### src/hdl/s1sh_pkg.sv
// ----------------------------------------------------------------------------
// s1sh_pkg
// Types and constants shared by the SHA-1 stream hasher and its round unit.
// ----------------------------------------------------------------------------
`timescale 1ns / 1ps

package s1sh_pkg;

  typedef enum logic [1:0] {
    ACT_ABSORB        = 2'd0,
    ACT_ABSORB_FINISH = 2'd1,
    ACT_FINISH        = 2'd2,
    ACT_NONE          = 2'd3
  } action_e;

  typedef struct packed {
    logic [1:0] action;
    logic [7:0] data_byte;
  } in_t;

  typedef struct packed {
    logic [31:0] digest_word;
    logic [2:0]  word_index;
    logic        last_word;
  } out_t;

  // working variables of one compression
  typedef struct packed {
    logic [31:0] a;
    logic [31:0] b;
    logic [31:0] c;
    logic [31:0] d;
    logic [31:0] e;
  } work_t;

  localparam int unsigned NUM_WORDS = 5;

  localparam logic [NUM_WORDS-1:0][31:0] INIT_WORDS = {
    32'hC3D2E1F0, 32'h10325476, 32'h98BADCFE, 32'hEFCDAB89, 32'h67452301
  };

  localparam logic [31:0] K_0 = 32'h5A827999;
  localparam logic [31:0] K_1 = 32'h6ED9EBA1;
  localparam logic [31:0] K_2 = 32'h8F1BBCDC;
  localparam logic [31:0] K_3 = 32'hCA62C1D6;

  localparam logic [6:0] RND_SCHED = 7'd16;
  localparam logic [6:0] RND_PH1   = 7'd20;
  localparam logic [6:0] RND_PH2   = 7'd40;
  localparam logic [6:0] RND_PH3   = 7'd60;
  localparam logic [6:0] RND_LAST  = 7'd79;

  localparam logic [7:0] PAD_MARK  = 8'h80;
  localparam logic [5:0] LEN_POS   = 6'd56;
  localparam logic [2:0] LAST_IDX  = 3'd4;

endpackage

### src/hdl/s1sh_round.sv
// ----------------------------------------------------------------------------
// s1sh_round
// One SHA-1 round: selects f and k by round number and rotates the working
// variables.
// ----------------------------------------------------------------------------
`timescale 1ns / 1ps

module s1sh_round (
  input  s1sh_pkg::work_t work_i,
  input  logic [31:0]     w_i,
  input  logic [6:0]      rnd_i,
  output s1sh_pkg::work_t work_o
);

  logic [31:0] f;
  logic [31:0] k;
  logic [31:0] a_rot;
  logic [31:0] t;

  always_comb begin
    if (rnd_i < s1sh_pkg::RND_PH1) begin
      f = (work_i.b & work_i.c) | (~work_i.b & work_i.d);
      k = s1sh_pkg::K_0;
    end else if (rnd_i < s1sh_pkg::RND_PH2) begin
      f = work_i.b ^ work_i.c ^ work_i.d;
      k = s1sh_pkg::K_1;
    end else if (rnd_i < s1sh_pkg::RND_PH3) begin
      f = (work_i.b & work_i.c) | (work_i.b & work_i.d) | (work_i.c & work_i.d);
      k = s1sh_pkg::K_2;
    end else begin
      f = work_i.b ^ work_i.c ^ work_i.d;
      k = s1sh_pkg::K_3;
    end
  end

  assign a_rot = {work_i.a[26:0], work_i.a[31:27]};
  assign t     = a_rot + f + work_i.e + k + w_i;

  assign work_o.a = t;
  assign work_o.b = work_i.a;
  assign work_o.c = {work_i.b[1:0], work_i.b[31:2]};
  assign work_o.d = work_i.c;
  assign work_o.e = work_i.d;

endmodule

### src/hdl/sha1_stream_hasher.sv
// ----------------------------------------------------------------------------
// sha1_stream_hasher
// SHA-1 over a byte stream; emits the digest as five 32-bit words on finish.
// ----------------------------------------------------------------------------
// Blocks: the 64th byte of a block starts a compression of 80 rounds through one
//   shared round unit, then one fold into the chain.
// Finish: one padding byte per cycle up to the block end, then one or two
//   compressions, then five output beats.
// Input: no byte is accepted while a block is compressed, padded or read out.
// Reset: asynchronous, active low; loads the initial hash and clears counts.
`timescale 1ns / 1ps

module sha1_stream_hasher (
  input  logic            clk_i,
  input  logic            rst_ni,
  input  logic            in_valid_i,
  output logic            in_ready_o,
  input  s1sh_pkg::in_t   in_data_i,
  output logic            out_valid_o,
  input  logic            out_ready_i,
  output s1sh_pkg::out_t  out_data_o
);

  typedef enum logic [2:0] {
    ST_IDLE,
    ST_ROUND,
    ST_PAD,
    ST_FOLD,
    ST_OUT
  } state_e;

  state_e                                    state_q;
  logic [s1sh_pkg::NUM_WORDS-1:0][31:0]      chain_q;
  logic [511:0]                              msg_q;
  logic [5:0]                                fill_q;
  logic [60:0]                               total_q;
  logic [6:0]                                rnd_q;
  s1sh_pkg::work_t                           work_q;
  s1sh_pkg::work_t                           work_d;
  logic                                      fin_q;
  logic                                      marked_q;
  logic                                      len_en_q;
  logic                                      last_q;
  logic                                      out_valid_q;
  s1sh_pkg::out_t                            out_q;

  logic [31:0]                               w_new;
  logic [31:0]                               w_mix;
  logic [63:0]                               len_shift;
  logic [7:0]                                pad_byte;
  logic [s1sh_pkg::NUM_WORDS-1:0][31:0]      sum;
  s1sh_pkg::work_t                           work_init;
  logic [2:0]                                idx_next;
  logic                                      in_fire;
  logic                                      out_fire;

  assign in_fire  = in_valid_i && in_ready_o;
  assign out_fire = out_valid_q && out_ready_i;

  // schedule taps: words 0, 2, 8 and 13 of the rolling window
  assign w_mix = msg_q[511:480] ^ msg_q[447:416] ^ msg_q[255:224] ^ msg_q[95:64];
  assign w_new = (rnd_q < s1sh_pkg::RND_SCHED) ? msg_q[511:480]
                                               : {w_mix[30:0], w_mix[31]};

  s1sh_round u_round (
    .work_i (work_q),
    .w_i    (w_new),
    .rnd_i  (rnd_q),
    .work_o (work_d)
  );

  assign len_shift = {total_q, 3'b000} << {fill_q[2:0], 3'b000};

  always_comb begin
    if (!marked_q) begin
      pad_byte = s1sh_pkg::PAD_MARK;
    end else if (len_en_q && (fill_q >= s1sh_pkg::LEN_POS)) begin
      pad_byte = len_shift[63:56];
    end else begin
      pad_byte = 8'h00;
    end
  end

  assign work_init.a = chain_q[0];
  assign work_init.b = chain_q[1];
  assign work_init.c = chain_q[2];
  assign work_init.d = chain_q[3];
  assign work_init.e = chain_q[4];

  assign sum[0] = chain_q[0] + work_q.a;
  assign sum[1] = chain_q[1] + work_q.b;
  assign sum[2] = chain_q[2] + work_q.c;
  assign sum[3] = chain_q[3] + work_q.d;
  assign sum[4] = chain_q[4] + work_q.e;

  assign idx_next = out_q.word_index + 3'd1;

  always_ff @(posedge clk_i or negedge rst_ni) begin
    if (!rst_ni) begin
      state_q     <= ST_IDLE;
      chain_q     <= s1sh_pkg::INIT_WORDS;
      fill_q      <= '0;
      total_q     <= '0;
      rnd_q       <= '0;
      fin_q       <= 1'b0;
      marked_q    <= 1'b0;
      len_en_q    <= 1'b0;
      last_q      <= 1'b0;
      out_valid_q <= 1'b0;
    end else begin
      case (state_q)
        ST_IDLE: begin
          if (in_fire) begin
            case (in_data_i.action)
              s1sh_pkg::ACT_ABSORB,
              s1sh_pkg::ACT_ABSORB_FINISH: begin
                msg_q   <= {msg_q[503:0], in_data_i.data_byte};
                fill_q  <= fill_q + 6'd1;
                total_q <= total_q + 61'd1;
                fin_q   <= (in_data_i.action == s1sh_pkg::ACT_ABSORB_FINISH);
                if (&fill_q) begin
                  work_q  <= work_init;
                  rnd_q   <= '0;
                  state_q <= ST_ROUND;
                end else if (in_data_i.action == s1sh_pkg::ACT_ABSORB_FINISH) begin
                  state_q <= ST_PAD;
                end
              end
              s1sh_pkg::ACT_FINISH: begin
                fin_q   <= 1'b1;
                state_q <= ST_PAD;
              end
              default: begin
              end
            endcase
          end
        end

        ST_PAD: begin
          msg_q  <= {msg_q[503:0], pad_byte};
          fill_q <= fill_q + 6'd1;
          if (!marked_q) begin
            marked_q <= 1'b1;
            if (fill_q < s1sh_pkg::LEN_POS) begin
              len_en_q <= 1'b1;
            end
          end
          if (&fill_q) begin
            last_q  <= len_en_q;
            work_q  <= work_init;
            rnd_q   <= '0;
            state_q <= ST_ROUND;
          end
        end

        ST_ROUND: begin
          work_q <= work_d;
          msg_q  <= {msg_q[479:0], w_new};
          rnd_q  <= rnd_q + 7'd1;
          if (rnd_q == s1sh_pkg::RND_LAST) begin
            state_q <= ST_FOLD;
          end
        end

        ST_FOLD: begin
          chain_q <= sum;
          if (last_q) begin
            out_valid_q       <= 1'b1;
            out_q.digest_word <= sum[0];
            out_q.word_index  <= '0;
            out_q.last_word   <= 1'b0;
            state_q           <= ST_OUT;
          end else if (fin_q) begin
            len_en_q <= len_en_q | marked_q;
            state_q  <= ST_PAD;
          end else begin
            state_q <= ST_IDLE;
          end
        end

        ST_OUT: begin
          if (out_fire) begin
            if (out_q.last_word) begin
              out_valid_q <= 1'b0;
              chain_q     <= s1sh_pkg::INIT_WORDS;
              fill_q      <= '0;
              total_q     <= '0;
              fin_q       <= 1'b0;
              marked_q    <= 1'b0;
              len_en_q    <= 1'b0;
              last_q      <= 1'b0;
              state_q     <= ST_IDLE;
            end else begin
              out_q.digest_word <= chain_q[idx_next];
              out_q.word_index  <= idx_next;
              out_q.last_word   <= (idx_next == s1sh_pkg::LAST_IDX);
            end
          end
        end

        default: begin
          state_q <= ST_IDLE;
        end
      endcase
    end
  end

  assign in_ready_o  = (state_q == ST_IDLE);
  assign out_valid_o = out_valid_q;
  assign out_data_o  = out_q;

endmodule

### config.mk
export PLATFORM = sky130hd
export DESIGN_NAME = sha1_stream_hasher
export DESIGN_NICKNAME = d
export VERILOG_FILES = /design/src/hdl/s1sh_pkg.sv /design/src/hdl/s1sh_round.sv /design/src/hdl/sha1_stream_hasher.sv
export SDC_FILE = /design/constraint.sdc
export NUM_CORES = 2
export LEC_CHECK = 0
export ABC_CLOCK_PERIOD_IN_PS = 34900
export BUFFER_PORTS_ARGS = -buffer_cell sky130_fd_sc_hd__buf_2
export CORE_ASPECT_RATIO = 0.8
export CORE_MARGIN = 2
export CORE_UTILIZATION = 45
export CTS_BUF_LIST = sky130_fd_sc_hd__clkbuf_4
export CTS_CLUSTER_DIAMETER = 150
export DETAILED_ROUTE_END_ITERATION = 6
export PLACE_DENSITY = 0.6
export RECOVER_POWER = 50
export SLEW_MARGIN = 10
export SYNTH_ARGS = -nofsm -noshare
export SYNTH_HDL_FRONTEND = slang
export SYNTH_HIERARCHICAL = 1
export SYNTH_SLANG_ARGS = --single-unit
### constraint.sdc
create_clock -name clk_i -period 34.9 [get_ports clk_i]
set_input_delay 10.47 -clock clk_i [delete_from_list [all_inputs] [get_ports clk_i]]
set_output_delay 10.47 -clock clk_i [all_outputs]
set_load 0.05 [all_outputs]
======== Yosys cells after proc, flatten, opt, wreduce, memory -nomap -nowiden ========
Cells that the tools add are included.
storage, ports and cells
  word-level logic and storage cells ...... 171
  flip-flop bits (word level) ............. 950
  input port bits ......................... 14
  output and inout port bits .............. 38
cells by class
  equality and inequality tests ........... 22
  $add $sub $neg .......................... 13
  muxes and demuxes ....................... 65
  shift-type cells ........................ 1
  reductions and logical operators ........ 26
  magnitude comparators ................... 7
  bitwise logic cells ..................... 14
operators by type and width
  operator                                        number
  one-hot mux 512 bit (3 select lines)            1
  two-way mux 512 bit                             2
  two-way mux 160 bit                             5
  one-hot mux 160 bit (3 select lines)            1
  one-hot mux 160 bit (2 select lines)            1
  adder 32 bit                                    9
  two-way mux 61 bit                              4
  two-way mux 32 bit                              7
  XOR 32 bit                                      5
  bitwise AND 32 bit                              4
  one-hot mux 61 bit (2 select lines)             1
  two-way mux 36 bit                              3
  binary-select mux 32 bit (select 3 bit)         1
  bitwise OR 32 bit                               3
  one-hot mux 36 bit (2 select lines)             1
  left shift 64 x 6 -> 64 bit                     1
  adder 61 x 1 -> 61 bit (second input constant)  1
  inverter 32 bit                                 1
  two-way mux 31 bit                              1
  two-way mux 3 bit                               8
  two-way mux 6 bit                               4
  two-way mux 7 bit                               3
  one-hot mux 7 bit (3 select lines)              1
  != test 2 bit (second input constant)           10
  other kinds (37)                                70

======== Depth between registers and ports, before layout ========
  depth in word-level cells ............... 11
  mapped depth ............................ 22
  depth with buffers taken out ............ 20

======== Hierarchy ========
Netlist, hierarchy kept.
modules (own cells, without submodules)
  module              instances  seq. area each (um2)  area an instance (um2)  cells each
  sha1_stream_hasher  1          27,416.3              49,740.2                5,160
  s1sh_round          1          0.0                   6,795.3                 798

======== Least setup slack after synthesis ========
OpenSTA, ideal clock, no wires.
  path kind ............................... input to register
  start ................................... input port in_data_i[8] (netlist name)
  end ..................................... register work_q[0] (netlist name), enable pin
  buffers on the path ..................... 0
  stages .................................. 6
  slack ................................... -704 ps
  data arrival time ....................... 34,681 ps
  setup time .............................. 923 ps
  path through ............................ inv_1 -> ha_1 -> o21ai_0 -> nand2_1 -> and3_1 -> a21boi_0
on the way
  longest elaborated chain between the ends .. 4
  elaborated cells between the ends (all ways) .. 5
  those cells by class .................... eq/ne: 2; reduce/logical: 3
RTL lines
  element                                                             RTL line                   text
  start: declaration                                                  sha1_stream_hasher.sv:18   input s1sh_pkg::in_t in_data_i,
  == test 2 x 1 -> 1 bit / logical NOT 2 bit (equally long branches)  sha1_stream_hasher.sv:114  case (in_data_i.action)
  OR reduction 2 bit *                                                sha1_stream_hasher.sv:114
  != test 2 x 1 -> 1 bit (no source line) *                           -
  AND reduction 4 bit (no source line) *                              -
  end signal: assignment                                              sha1_stream_hasher.sv:122  work_q <= work_init;
  end signal: assignment                                              sha1_stream_hasher.sv:150  work_q <= work_init;
  end signal: assignment                                              sha1_stream_hasher.sv:157  work_q <= work_d;
  end: declaration                                                    sha1_stream_hasher.sv:38   s1sh_pkg::work_t work_q;
Every way passes the cells marked *; elsewhere a longest branch is shown, timed or not.
A chain may end at the register's enable or synchronous reset.

==> reports/metrics.cfg <==
[finish]
layout_commonest_cell=nand2_1
mostFrequentLayoutCells=nand2_1, edfxtp_1, clkbuf_4
finalNonFillerCells=7791
synthToLayoutAreaGrowth_pct=7.25
drive_gt1_share_pct=11.7
final_nets=6287
fin_area_um2=60600
fill_cells=11857

[logic_synthesis]
synth_nets=6298
ys_seq_area_share_pct=48.5
ys_warn_count=6
synth_edf_count=708
netlist_top_cells_area=edfxtp_1, nand2_1, dfrtp_1, ha_1, fa_1
synth_cells=5958
async_reset_ff_share_pct=25.5
synth-seq-cells=950
netlist.top_cell.by_area=edfxtp_1
synth.cell_area_um2=56500
synth_top_area_share_pct=37.6
avgSynthCellArea_um2=9.49
yosysUniqueCellTypes=100
synthFlopType=edfxtp_1

[placement]
placedCellCount=7320
place_congestion=0.932
numPortBuffers=51
placed_area_um2=57400
dp_hpwl_um=106000

[cts]
cts_resized=0
cts_tree=built
postCtsSetupRepairBufs=0
cts_buffers=277
hold_buffers=0
clk_latency_ps=1290
cts_max_path_buffers=4
cts-root-buf=clkbuf_4
clk_pin_slew_ps=60
ctsHtreeMaxLevel=5
clock_sinks=950

[routing]
wl_per_cell_um=20.0
wl_um=155000
dr.pass1.iters=5
antenna_left=0
via_per_inst=5.50
drt-initial-drc-count=4357
drc=0
vias=42850

[sta]
timing.fmax_mhz=49.6
max_slew_margin_pct=-544
tightest_slew_ps=9670
period_needed_ps=20180
timing.hold.ws_ps=480
final.setup.tns_ps=0
skew_ps=124
rsz0062_at_grt=false
finalCritPeriodShare_pct=57.8
hold_viol=0
setup_violations=0
slew_viol_final=1666

[run_status]
status=finished with violations
violations=capacitance limit, slew limit

[die]
fp-row-count=116
pin_count=52
core_um2=125000
start_util_pct=45.3
die-area_um2=129000
die_w_um=400
die_y_um=321

[hold_path]
hold_path.class=reg -> reg
hp-start=msg_q[372]
whs_path_depth=2
min_to=msg_q[404]

[worst_setup_path]
reg2reg_depth=5
cp.required_ps=34520
crit_path_frequent_cell=clkbuf_1
r2r_slack_ps=21870
cp_cell_sequence=clkbuf_1 > clkbuf_1
start_kind=input pin
slowest_delay_ps=4900
rr_endpoint=msg_q[24]
end_kind=asynchronous set/reset pin
crit_slowest_cell=clkbuf_1
timing.rr.start=state_q[1]
critPathTopFamily=buffers and inverters
cp_num_buf_inv=2
path_class=in -> async
cp_max_fo=108
crit_arrival_ps=19800

[global_routing]
grt_antenna_before_repair=3
grt.total_usage_pct=24.0
grt_first_pass_wirelength_um=240000
grt_pass1_vias=41025
grt-ovfl-total=0
grt_max_degree=236

[run]
drv_cap=21

final cells by class:
class / count / area [um2] / area share [%]
inverter: 243 / 912 / 1.50
tap: 1652 / 2070 / 3.41
multi-input combinational: 4376 / 26300 / 43.3
sequential: 950 / 27400 / 45.2
clock inverter: 44 / 248 / 0.409
clock buffer: 417 / 3130 / 5.16
timing repair buffer: 99 / 553 / 0.912
antenna: 10 / 25.0 / 0.0413
registers in the layout, indices dropped and copies added (netlist names):
name / flops
msg_q: 512
chain_q: 160
work_q: 160
total_q: 61
out_data_o: 36
rnd_q: 7
fill_q: 6
state_q: 3
fin_q: 1
last_q: 1
len_en_q: 1
marked_q: 1
out_valid_o: 1
worst max-delay path by stage:
| stage | startpoint | slack [ps] | end | cells after the start |
|---|---|---|---|---|
| after floorplan | in_data_i[8] | 5190 | work_q[0] | 6 |
| after global placement | rst_ni | 20360 | msg_q[328] | 4 |
| after detailed placement | rst_ni | 20330 | msg_q[296] | 4 |
| after CTS | state_q[2] | 21630 | in_ready_o | 2 |
| after global routing | rst_ni | 12950 | chain_q[149] | 2 |
| final | rst_ni | 14720 | chain_q[155] | 2 |
per-stage QoR:
stage               utilization [%]  setup slack, ps
CTS                            48.7            21630
global route                   48.6            12950
global placement               46.0            20360
finish                         48.6            14720
floorplan                         -             5190
detailed placement             46.0            20330
cells in the mapped netlist, drive strengths merged (22+ instances only):
| library cell | number |
|---|---|
| fa | 125 |
| a31oi | 26 |
| o21a | 22 |
| dfrtp | 162 |
| dfstp | 80 |
| nor3 | 38 |
| mux2 | 45 |
| buf | 153 |
| o21ai | 225 |
| or3 | 23 |
| ha | 201 |
| nor2 | 267 |
| o21bai | 26 |
| clkbuf | 236 |
| o22ai | 30 |
| xnor2 | 182 |
| nand2 | 2183 |
| mux2i | 28 |
| edfxtp | 708 |
| and3 | 42 |
| inv | 243 |
| a21oi | 235 |
| a22oi | 41 |
| a21o | 101 |
| xor2 | 120 |
| nand4 | 31 |
| nand3 | 68 |
| mux4 | 43 |
kinds of logic after synthesis:
kind of cell,Yosys count,synth area share [%]
multiplexers,116,3.11
AO/OA/AOI/OAI,865,9.89
adder cells (fa/ha/maj),326,8.87
flip-flops,950,48.5
AND/OR/NAND/NOR,2765,19.8
XOR/XNOR,304,4.76
buffers and inverters,632,5.10
metal layers:
layer  track usage (%)  vias up  routed length (um)  part of all wire [%]
met5                 0        -                   8                0.0051
met3              6.84      306               14700                   9.5
li1                  -    20263                   -                     -
met1              35.7    20705               72800                    47
met4              8.22        2                4240                   2.7
met2              33.1     1574               63800                    41
Power is left out: the tool's default activity adds up to more than one toggle a clock period on the data nets, which glitch-free logic cannot reach.
